$ cat src/rtl/edf_deadline_scheduler_macros.svh
// Assertion helpers for the deadline scheduler.
// Each macro expects clk and rst_n in scope.
`ifndef EDF_DEADLINE_SCHEDULER_MACROS_SVH
`define EDF_DEADLINE_SCHEDULER_MACROS_SVH

// Same-cycle implication.
`define EDF_ASSERT_IMP(label, ante, cons, msg) \
    label: assert property (@(posedge clk) disable iff (!rst_n) (ante) |-> (cons)) \
        else $error(msg);

// Next-cycle implication.
`define EDF_ASSERT_NXT(label, ante, cons, msg) \
    label: assert property (@(posedge clk) disable iff (!rst_n) (ante) |=> (cons)) \
        else $error(msg);

`endif

$ cat src/rtl/edf_pkg.sv
`default_nettype none

package edf_pkg;

    localparam int QUEUE_DEPTH = 16;
    localparam int CNT_W       = $clog2(QUEUE_DEPTH + 1);
    localparam int ID_W        = 8;
    localparam int TICK_W      = 32;
    localparam int EXEC_W      = 16;
    localparam int TOTAL_W     = 16;

    // Command codes
    localparam logic [1:0] CMD_RELEASE  = 2'd0;
    localparam logic [1:0] CMD_COMPLETE = 2'd1;
    localparam logic [1:0] CMD_POLL     = 2'd2;

    // Cell operations
    typedef logic [1:0] cell_op_t;
    localparam cell_op_t OP_HOLD   = 2'd0;
    localparam cell_op_t OP_POP    = 2'd1;
    localparam cell_op_t OP_INSERT = 2'd2;

    typedef struct packed {
        logic [1:0]        command;
        logic [ID_W-1:0]   task_id;
        logic [TICK_W-1:0] deadline;
        logic [EXEC_W-1:0] exec_time;
        logic [TICK_W-1:0] now;
    } cmd_t;

    typedef struct packed {
        logic               head_valid;
        logic [ID_W-1:0]    head_id;
        logic               preempted;
        logic               rejected_late;
        logic               expired;
        logic [ID_W-1:0]    expired_id;
        logic               finished;
        logic [ID_W-1:0]    finished_id;
        logic               full_drop;
        logic [CNT_W-1:0]   active_count;
        logic [TOTAL_W-1:0] completed_count;
        logic [TOTAL_W-1:0] overdue_count;
    } res_t;

    typedef struct packed {
        logic [TICK_W-1:0] deadline;
        logic [ID_W-1:0]   task_id;
    } slot_t;

    typedef struct packed {
        cell_op_t          op;
        logic [TICK_W-1:0] deadline;
        logic [ID_W-1:0]   task_id;
    } cell_ctrl_t;

endpackage

`default_nettype wire

$ cat src/rtl/edf_cell.sv
`default_nettype none

module edf_cell (
    input  wire logic               clk,
    input  wire edf_pkg::cell_ctrl_t ctrl,
    input  wire logic               occupied,
    input  wire edf_pkg::slot_t     left_slot,
    input  wire logic               left_here,
    input  wire edf_pkg::slot_t     right_slot,
    output edf_pkg::slot_t          slot,
    output logic                    here
);

    edf_pkg::slot_t slot_reg;
    edf_pkg::slot_t slot_next;

    // New task belongs at or before this cell: empty, or strictly earlier deadline
    assign here = !occupied || (ctrl.deadline < slot_reg.deadline);
    assign slot = slot_reg;

    // Shift toward head on pop, away from head on insert
    always_comb
    begin
        slot_next = slot_reg;
        unique case (ctrl.op)
            edf_pkg::OP_POP:
            begin
                slot_next = right_slot;
            end
            edf_pkg::OP_INSERT:
            begin
                if (left_here)
                begin
                    slot_next = left_slot;
                end
                else if (here)
                begin
                    slot_next.deadline = ctrl.deadline;
                    slot_next.task_id  = ctrl.task_id;
                end
            end
            default:
            begin
                slot_next = slot_reg;
            end
        endcase
    end

    always_ff @(posedge clk)
    begin
        slot_reg <= slot_next;
    end

endmodule

`default_nettype wire

$ cat src/rtl/edf_deadline_scheduler.sv
// Earliest-deadline-first scheduler.
// Request channel: cmd_valid / cmd_ready carry one event (release, complete,
// poll) with its task fields and the current tick in cmd.
// Result channel: res_valid / res_ready carry one result per event: the head
// after the event, the flags of what happened and the running counters.
// Timing: in the cycle in which an event is taken, an overdue head is
// dropped against cmd.now; the command runs in state S_CMD once the output
// register is free, and its result lands in that register. A new event is
// taken only after the previous command has run. The rate is set by the
// two shifts of the cell chain per event (expiry pop, then command).
// The queue is a chain of QUEUE_DEPTH cells, head in cell 0; each cell shifts
// to its neighbor on pop or insert, so sorting needs no separate pass.
// Reset clears the queue length, both counters, the state and res_valid.
// Slot contents need no clearing. While res_ready is low a finished result
// holds in the output register; the next event may still be taken and its
// expiry pass done, and its command waits until the register frees up.
`default_nettype none
`include "edf_deadline_scheduler_macros.svh"

module edf_deadline_scheduler (
    input  wire logic          clk,
    input  wire logic          rst_n,
    input  wire logic          cmd_valid,
    output logic               cmd_ready,
    input  wire edf_pkg::cmd_t cmd,
    output logic               res_valid,
    input  wire logic          res_ready,
    output edf_pkg::res_t      res
);

    localparam int DEPTH = edf_pkg::QUEUE_DEPTH;
    localparam int CW    = edf_pkg::CNT_W;
    localparam int TW    = edf_pkg::TOTAL_W;
    localparam logic S_IDLE = 1'b0;
    localparam logic S_CMD  = 1'b1;

    logic                      state_reg, state_next;
    logic [CW-1:0]             count_reg, count_next;
    logic [TW-1:0]             done_reg, done_next;
    logic [TW-1:0]             late_reg, late_next;
    edf_pkg::cmd_t             req_reg;
    logic                      exp_reg;
    logic [edf_pkg::ID_W-1:0]  exp_id_reg;
    logic                      res_valid_reg, res_valid_next;
    edf_pkg::res_t             res_reg, res_next;

    edf_pkg::cell_ctrl_t       ctrl;
    edf_pkg::slot_t            slot_q [DEPTH];
    logic [DEPTH-1:0]          here_q;
    logic [DEPTH-1:0]          occ_q;

    logic                      accept;
    logic                      expire_now;
    logic                      out_free;
    logic                      late;
    logic                      full;

    // Cell chain
    for (genvar i = 0; i < DEPTH; i++)
    begin : g_cell
        localparam logic [CW-1:0] IDX = CW'(i);
        edf_pkg::slot_t left_s, right_s;
        logic           left_h;

        assign occ_q[i] = IDX < count_reg;
        if (i == 0)
        begin : g_first
            assign left_s = '0;
            assign left_h = 1'b0;
        end
        else
        begin : g_mid
            assign left_s = slot_q[i-1];
            assign left_h = here_q[i-1];
        end
        if (i == DEPTH - 1)
        begin : g_last
            assign right_s = '0;
        end
        else
        begin : g_inner
            assign right_s = slot_q[i+1];
        end

        edf_cell u_cell (
            .clk        (clk),
            .ctrl       (ctrl),
            .occupied   (occ_q[i]),
            .left_slot  (left_s),
            .left_here  (left_h),
            .right_slot (right_s),
            .slot       (slot_q[i]),
            .here       (here_q[i])
        );
    end

    assign cmd_ready  = state_reg == S_IDLE;
    assign accept     = cmd_valid && cmd_ready;
    assign expire_now = accept && (count_reg != '0) && (slot_q[0].deadline < cmd.now);
    assign out_free   = !res_valid_reg || res_ready;
    assign late       = {1'b0, req_reg.deadline}
                        < ({1'b0, req_reg.now} + (edf_pkg::TICK_W + 1)'(req_reg.exec_time));
    assign full       = count_reg == CW'(DEPTH);

    // Sequence the expiry pass and the command, build the result
    always_comb
    begin
        state_next     = state_reg;
        count_next     = count_reg;
        done_next      = done_reg;
        late_next      = late_reg;
        res_valid_next = res_valid_reg;
        res_next       = res_reg;
        ctrl.op        = edf_pkg::OP_HOLD;
        ctrl.deadline  = req_reg.deadline;
        ctrl.task_id   = req_reg.task_id;

        if (res_valid_reg && res_ready)
        begin
            res_valid_next = 1'b0;
        end

        unique case (state_reg)
            S_IDLE:
            begin
                if (accept)
                begin
                    state_next = S_CMD;
                    if (expire_now)
                    begin
                        ctrl.op    = edf_pkg::OP_POP;
                        count_next = count_reg - CW'(1);
                        late_next  = (late_reg == '1) ? late_reg : late_reg + TW'(1);
                    end
                end
            end
            S_CMD:
            begin
                if (out_free)
                begin
                    state_next             = S_IDLE;
                    res_valid_next         = 1'b1;
                    res_next               = '0;
                    res_next.expired       = exp_reg;
                    res_next.expired_id    = exp_reg ? exp_id_reg : '0;
                    res_next.head_id       = slot_q[0].task_id;
                    case (req_reg.command)
                        edf_pkg::CMD_RELEASE:
                        begin
                            if (late)
                            begin
                                res_next.rejected_late = 1'b1;
                                late_next = (late_reg == '1) ? late_reg : late_reg + TW'(1);
                            end
                            else if (full)
                            begin
                                res_next.full_drop = 1'b1;
                            end
                            else
                            begin
                                ctrl.op    = edf_pkg::OP_INSERT;
                                count_next = count_reg + CW'(1);
                                res_next.preempted = (count_reg != '0) && here_q[0];
                                if (here_q[0])
                                begin
                                    res_next.head_id = req_reg.task_id;
                                end
                            end
                        end
                        edf_pkg::CMD_COMPLETE:
                        begin
                            if (count_reg != '0)
                            begin
                                ctrl.op              = edf_pkg::OP_POP;
                                count_next           = count_reg - CW'(1);
                                res_next.finished    = 1'b1;
                                res_next.finished_id = slot_q[0].task_id;
                                res_next.head_id     = slot_q[1].task_id;
                                done_next = (done_reg == '1) ? done_reg : done_reg + TW'(1);
                            end
                        end
                        default:
                        begin
                            // poll only: expiry already done
                        end
                    endcase
                    res_next.head_valid      = count_next != '0;
                    if (count_next == '0)
                    begin
                        res_next.head_id = '0;
                    end
                    res_next.active_count    = count_next;
                    res_next.completed_count = done_next;
                    res_next.overdue_count   = late_next;
                end
            end
            default:
            begin
                state_next = S_IDLE;
            end
        endcase
    end

    // Control state
    always_ff @(posedge clk or negedge rst_n)
    begin
        if (!rst_n)
        begin
            state_reg     <= S_IDLE;
            count_reg     <= '0;
            done_reg      <= '0;
            late_reg      <= '0;
            res_valid_reg <= 1'b0;
        end
        else
        begin
            state_reg     <= state_next;
            count_reg     <= count_next;
            done_reg      <= done_next;
            late_reg      <= late_next;
            res_valid_reg <= res_valid_next;
        end
    end

    // Capture the request and the expiry outcome, hold the result
    always_ff @(posedge clk)
    begin
        if (accept)
        begin
            req_reg    <= cmd;
            exp_reg    <= expire_now;
            exp_id_reg <= slot_q[0].task_id;
        end
        res_reg <= res_next;
    end

    assign res_valid = res_valid_reg;
    assign res       = res_reg;

    `EDF_ASSERT_IMP(a_count_range, 1'b1, count_reg <= CW'(DEPTH), "queue length beyond depth")
    `EDF_ASSERT_NXT(a_expire_pop, expire_now, count_reg == $past(count_reg) - CW'(1), "expiry did not pop")
    `EDF_ASSERT_IMP(a_res_source, $rose(res_valid), $past(state_reg) == S_CMD, "result without command")
    `EDF_ASSERT_IMP(a_drop_full, res_valid && res.full_drop, res.active_count == CW'(DEPTH), "drop while not full")
    `EDF_ASSERT_IMP(a_head_count, res_valid, res.head_valid == (res.active_count != '0), "head flag mismatch")

endmodule

`default_nettype wire

$ cat config.mk
export PLATFORM = sky130hd
export DESIGN_NAME = edf_deadline_scheduler
export DESIGN_NICKNAME = d
export VERILOG_FILES = /design/src/rtl/edf_pkg.sv /design/src/rtl/edf_cell.sv /design/src/rtl/edf_deadline_scheduler.sv
export VERILOG_INCLUDE_DIRS = /design/src /design/src/rtl
export SDC_FILE = /design/constraint.sdc
export NUM_CORES = 2
export LEC_CHECK = 0
export ABC_CLOCK_PERIOD_IN_PS = 8140
export BUFFER_PORTS_ARGS = -buffer_cell sky130_fd_sc_hd__buf_2
export CAP_MARGIN = 40
export CORE_MARGIN = 8
export CORE_UTILIZATION = 64
export CTS_CLUSTER_DIAMETER = 100
export DETAILED_ROUTE_END_ITERATION = 8
export PLACE_DENSITY = 0.82
export SLEW_MARGIN = 20
export SYNTH_ARGS = -nofsm -noshare
export SYNTH_HDL_FRONTEND = slang
export SYNTH_SLANG_ARGS = --single-unit
$ cat constraint.sdc
create_clock -name clk -period 8.14 [get_ports clk]
set_input_delay 0.407 -clock clk [delete_from_list [all_inputs] [get_ports clk]]
set_output_delay 0.407 -clock clk [all_outputs]
set_load 0.02 [all_outputs]
[After elaboration in Yosys (flattened, before gate mapping)]
Cells that the tools add are included.
Widths: inputs -> output; s select.
Word-level totals
  memories kept: 0
  memory bits (read-only): 0
  bits in registers: 845
  bits in writable memories: 0
  bits of input ports: 94
  logic and storage cells: 276
  output and inout bits: 69
  latch bits: 0
Cells by class
  magnitude comparators: 34
  equal/unequal tests: 25
  $mul: 0
  reduce and logical (&&, ||, !) cells: 65
  shifts and indexed selects: 0
  bitwise gates (word level): 2
  divide/modulo/power cells: 0
  multiplexer cells: 89
  $add $sub $neg: 5
Operator list (count)
  $pmux 40 s2: 16
  $mux 40: 31
  $lt 32x32->1: 17
  $mux 16: 9
  $lt 4x5->1 const A: 8
  $mux 5: 8
  $ne 3x1->1 const B: 13
  $reduce_and 2->1: 18
  $add 32x16->33: 1
  $lt 32x33->1: 1
  $add 16x1->16 const B: 2
  $eq 16x16->1 const B: 2
  $pmux 16 s2: 1
  $mux 9: 3
  $lt 3x5->1 const A: 4
  $pmux 5 s2: 2
  $logic_not 1->1: 17
  $logic_or 1x1->1: 17
  $mux 8: 2
  $pmux 8 s2: 1
  $lt 1x5->1 const A: 2
  $lt 2x5->1 const A: 2
  $mux 1: 10
  $reduce_bool 5->1: 2
  other kinds (18): 31

[Logic depth before layout (Yosys ltp)]
  depth after elaboration: 10
  gate-level depth with buffers: 26
  mapped depth without buffers: 23

[Cells and area by module]
From an unflattened synthesis, not the netlist that was laid out.
Second synthesis, totals
  cell total of the unflattened synthesis: 5514
  area total of the unflattened synthesis: 55690.9 sq um
By module, submodules not included
  edf_cell: times used 16, area each 2807.7 sq um, cells an instance 287, sequential area each 1201.2 sq um
  edf_deadline_scheduler: times used 1, area each 10767.8 sq um, cells an instance 922, sequential area each 5960.7 sq um

[Worst setup path before layout]
No wires, ideal clock.
  kind: register to register
  start point: reg req_reg[1] (netlist bit)
  end point: reg g_cell[3].u_cell.slot_reg, in the netlist g_cell[3].u_cell.slot[0], enable pin
  setup time: 0.462 ns
  path slack: 1.036 ns
  path buffers: 4
  data arrival time: 6.642 ns
  data required time: 7.678 ns
  stages on the path, launching flop included: 25
  period minus slack after synthesis: 7.104 ns
  path through: edfxtp_1 -> ha_1 -> a21o_1 -> a21oi_1 -> o21a_1 -> o41ai_1 -> a21oi_1 -> a21oi_1 -> and2_1 -> nand2_1 -> xor2_1 -> ha_1 -> and4_1 -> and4bb_2 -> nand3_1 -> a2bb2oi_1 -> a21oi_1 -> nand2_1 -> nor3_1 -> ha_1 -> clkbuf_1 -> clkbuf_1 -> clkbuf_1 -> clkbuf_1 -> a31oi_1
Between the ends
  longest elaborated chain between the ends: 9
  elaborated cells on any way between the ends: 11
  those cells by class: add/sub: 1; order compare: 1; eq/ne: 3; mux: 4; reduce/logical: 2
Ends and longest elaborated chain
  from (decl): line edf_deadline_scheduler.sv:41  | edf_pkg::cmd_t req_reg;
  from (signal assigned): line edf_deadline_scheduler.sv:230  | req_reg <= cmd;
  $add 32x16->33 (*): line edf_deadline_scheduler.sv:102  | < ({1'b0, req_reg.now} + (edf_pkg::TICK_W + 1)'(req_reg.exec_time));
  $lt 32x33->1 (*): line edf_deadline_scheduler.sv:102
  $mux 2 (*): line edf_deadline_scheduler.sv:150  | if (late)
  $pmux 2 s2 (*): line edf_deadline_scheduler.sv:147  | case (req_reg.command)
  $mux 2 (*): line edf_deadline_scheduler.sv:139  | if (out_free)
  $pmux 2 s2 (*): line edf_deadline_scheduler.sv:123  | unique case (state_reg)
  $eq 2x2->1 / $eq 2x1->1 (equally long branches): line edf_cell.sv:25  | unique case (ctrl.op)
  $ne 3x1->1 (no line) / $reduce_bool 2->1 (equally long branches)
  $reduce_and 2->1 (no line) (*)
  to (signal assigned): line edf_cell.sv:51  | slot_reg <= slot_next;
  to (decl): line edf_cell.sv:14  | edf_pkg::slot_t slot_reg;
Every way passes the cells marked *; elsewhere a longest branch is shown, timed or not.
A chain may end at the register's enable or synchronous reset.

[Final worst setup path]
  start point: reg req_reg[33] (netlist bit)
  end point: reg g_cell[12].u_cell.slot_reg, in the netlist g_cell[12].u_cell.slot[18], enable pin
Between the ends
  longest elaborated chain between the ends: 9
  elaborated cells on any way between the ends: 11
  those cells by class: add/sub: 1; order compare: 1; eq/ne: 3; mux: 4; reduce/logical: 2
Ends and longest elaborated chain (line)
  $add 32x16->33 (*): edf_deadline_scheduler.sv:102
  $lt 32x33->1 (*): edf_deadline_scheduler.sv:102
  $mux 2 (*): edf_deadline_scheduler.sv:150
  $pmux 2 s2 (*): edf_deadline_scheduler.sv:147
  $mux 2 (*): edf_deadline_scheduler.sv:139
  $pmux 2 s2 (*): edf_deadline_scheduler.sv:123
  $eq 2x2->1 / $eq 2x1->1 (equally long branches): edf_cell.sv:25
  $ne 3x1->1 (no line) / $reduce_bool 2->1 (equally long branches)
  $reduce_and 2->1 (no line) (*)
  to (signal assigned): edf_cell.sv:51
  to (decl): edf_cell.sv:14
Marked as above.

==> impl_results.md <==
* CTS Hold Bufs at 91
* Hold endpoint: res_valid$_DFF_PN0_
* Placer Congestion at 0.941
* R2r worst-path depth at 24
* Die Width at 307 µm
* Clk buf depth at 3
* Fmax at 139 MHz
* Main synth FF type: edfxtp_1
* Post-Synth Simple-Gate Area at 11.0%
* Adder-Cell Fraction of Synth Area at 13.4%
* CTS tree: done
* Clock transition at path regs at 0.06 ns
* Starting Density at 64.7%
* Worst Path Required at 8.43 ns
* Most frequent cells in the layout: edfxtp_1, inv_1, ha_1
* Most used cell, CP: a21oi_1
* Mapped Cells at 5280
* Clock Sinks at 845
* Final WL at 152 mm
* CP Cell Sequence: ha_1 -> a21o_1 -> a21oi_1 -> o21a_1 -> o41ai_1 -> buf_4 -> a21oi_1 -> a21oi_1 -> and2_1 -> nand4_1 -> xor2_1 -> ha_1 -> nand4_1 -> and4bb_2 -> nand3_1 -> a2bb2oi_1 -> a21oi_1 -> nand2_1 -> nor3_1 -> ha_4 -> inv_1 -> nor4_1 -> nor2_4 -> buf_4
* Crit path setup slack, layout at 0.957 ns
* Max_cap viols at 0
* PD cells at 378 mW/mm²
* Yosys cell types at 73
* #FFs+latches synth at 845
* RR Endpoint: g_cell[12].u_cell.slot[18]$_DFFE_PP_
* Die H at 307 µm
* Sequential area share after synthesis at 46.5%
* Die area at 0.0943 mm²
* Antenna viol nets, final at 0
* Iteration-0 DRC Markers at 4846
* Synth Area in XOR/XNOR at 1.16%
* HP Start: res_ready
* Rows at 106
* Via count at 43793
* Synthesized Nets at 5955
* Layout Skew at 0.0478 ns
* Setup Total Neg Slack at 0 ns
* Crit path max-delay cell type: nor4_1
* Share of layout cells above drive strength 1 at 8.63%
* Wirelength per Cell at 22.9 µm
* Setup WS pre-CTS at 1.30 ns
* Crit Path Category: flop to flop
* Worst slew margin relative to its limit at 35.0%
* Tot GR Track Use at 30.9%
* Dpl cell area at 0.0565 mm²
* Root Buffer: clkbuf_16
* Design area at 0.0607 mm²
* Commonest non-fill, non-tap cell in the layout: edfxtp_1
* CTS resizes at 0
* Main combinational cell family by area after synthesis: compound AO/OA/AOI/OAI gates
* Outcome: completed
* RSZ-0062 raised after global routing: no
* Final net count at 6108
* Area of the mapped netlist at 0.0542 mm²
* Hold Path Cell Cnt at 3
* Post-DP HPWL at 104 mm
* Largest net degree at the start of global routing at 148
* Leak Pwr at 0.0259 µW
* Crit share post-route at 88.2%
* Fillcell total at 5756
* Area grow syn2layout at 12.0%
* IO buf count at 162
* Mux share of post-synthesis cell area at 5.84%
* DR vias/cell at 6.59
* Min-Delay Path Class: input port to flop
* Slew @ Worst Pin at 0.950 ns
* Crit path max fanout at 40
* Peak VDD IR at 0.315 mV
* R2r setup slk at 0.96 ns
* Async SR Flop Fraction at 4.62%
* Crit path DAT at 7.47 ns
* IO Pins at 163
* Setup crit end kind: flop
* Max FFs per register at 640
* TritonCTS Buffers at 92
* Hold Vio Cnt, Final at 0
* Total gr overflow at 0
* Min Tclk post-route at 7.18 ns
* Clk_lat worst skew at 0.67 ns
* Family with the most delay on the worst path: simple AND/OR/NAND/NOR gates
* DRC at 0
* CP peak stage delay at 0.58 ns
* Slew Viols, Final at 0
* Post-CTS Setup Bufs at 0
* EDFF count, synth at 806
* First-pass GRT wire length at 236 mm
* Critical Path Start Type: flop
* DR pass1 iterations at 8
* Final setup vio count at 0
* Vias in the first global route at 43116
* Core area at 0.0838 mm²
* Number of buffers and inverters on the critical path at 3
* Initial antenna violation count at 1
* Compound-Gate Fraction of Synth Area at 15.3%
* Syn_area_per_cell at 10.3 µm²
* Synth Warn # at 0
* R2R Path Start: req_reg[33]$_DFFE_PP_
* Depth of the CTS H-tree at 3
==> power breakdown <==
part	switching [µW]	total, µW	internal [µW]
registers	1160	8330	7170
clock network	1860	4320	2460
logic	6600	10300	3680
==> synthesized netlist by cell type, drive strengths merged, types with 6 or more instances <==
| cell type | count | area [µm²] |
|---|---|---|
| a2111oi | 20 | 194 |
| a211o | 8 | 70.1 |
| a211oi | 29 | 238 |
| a21o | 137 | 1030 |
| a21oi | 450 | 2260 |
| a22oi | 6 | 45.0 |
| a31oi | 33 | 206 |
| and2 | 23 | 144 |
| and3 | 14 | 87.6 |
| and4 | 9 | 78.8 |
| buf | 56 | 300 |
| clkbuf | 251 | 942 |
| dfrtp | 39 | 976 |
| edfxtp | 806 | 24200 |
| ha | 580 | 7260 |
| inv | 645 | 2420 |
| mux2 | 9 | 101 |
| mux2i | 306 | 3060 |
| nand2 | 273 | 1020 |
| nand2b | 26 | 163 |
| nand3 | 353 | 1770 |
| nand4 | 99 | 619 |
| nor2 | 366 | 1370 |
| nor2b | 19 | 119 |
| nor3 | 42 | 220 |
| nor4 | 16 | 115 |
| o211ai | 33 | 248 |
| o21a | 26 | 195 |
| o21ai | 130 | 654 |
| o21bai | 6 | 45.0 |
| o221ai | 297 | 2600 |
| o31ai | 8 | 60.1 |
| or2 | 12 | 75.1 |
| or3 | 11 | 68.8 |
| or4 | 6 | 45.0 |
| xnor2 | 40 | 350 |
| xor2 | 32 | 280 |
==> worst max path at each step <==
stage                          startpoint                              endpoint  slack, ns  depth (start not counted)
global placement     req_reg[1]$_DFFE_PP_   g_cell[5].u_cell.slot[11]$_DFFE_PP_       1.37                         23
global route        req_reg[33]$_DFFE_PP_  g_cell[12].u_cell.slot[16]$_DFFE_PP_       0.78                         24
detailed placement  req_reg[33]$_DFFE_PP_    g_cell[5].u_cell.slot[8]$_DFFE_PP_       1.30                         23
floorplan            req_reg[1]$_DFFE_PP_    g_cell[3].u_cell.slot[0]$_DFFE_PP_       1.04                         24
finish              req_reg[33]$_DFFE_PP_  g_cell[12].u_cell.slot[18]$_DFFE_PP_       0.96                         24
CTS                 req_reg[33]$_DFFE_PP_  g_cell[12].u_cell.slot[18]$_DFFE_PP_       1.13                         24
==> cell families after synthesis <==
group,after synthesis
DFF,845
and+or+nand+nor,1279
AOI/OAI and AO/OA,1235
xor gates and xnor gates,72
buffers and inverters,953
muxes,315
adders and majority gates,581
==> worst register-to-register path: cells and delay by family, from the launching register on <==
family / cells / cell delay, ns
DFF: 1 / 0.42
and+or+nand+nor: 9 / 2.36
adders and majority gates: 3 / 1.00
buffers and inverters: 3 / 0.78
xor gates and xnor gates: 1 / 0.16
AOI/OAI and AO/OA: 8 / 2.03
==> per-stage QoR <==
step           instances  hold slack, ns  utilization [%]  total power [µW]
6_report            6642          0.0547             72.4             22900
5_1_grt             6641          0.0663             72.4             24100
4_1_cts             6631          0.0326             72.2             22600
3_5_place_dp        6373           0.380             67.4             18100
3_3_place_gp        6364           0.495             67.3             17600
2_1_floorplan       5280           0.111                -             14900
==> metal layers <==
layer / track usage, % / part of all wire [%] / vias up
li1: - / - / 19895
met1: 39.7 / 38 / 21023
met2: 51.2 / 47 / 2393
met3: 4.72 / 9.2 / 482
met4: 15.3 / 5.1 / 0
met5: 0 / 0 / -
==> final cells by class <==
| class | count | area (µm²) | area share [%] |
|---|---|---|---|
| Timing Repair Buffer | 366 | 2910 | 4.80 |
| Clock inverter | 53 | 631 | 1.04 |
| Clock buffer | 114 | 2430 | 4.01 |
| Antenna cell | 2 | 5.00 | 0.00825 |
| Sequential cell | 845 | 25200 | 41.5 |
| Tap cell | 1134 | 1420 | 2.34 |
| Inverter | 646 | 2430 | 4.00 |
| Multi-Input combinational cell | 3482 | 25700 | 42.3 |
Power figures use the tool's default switching activity.
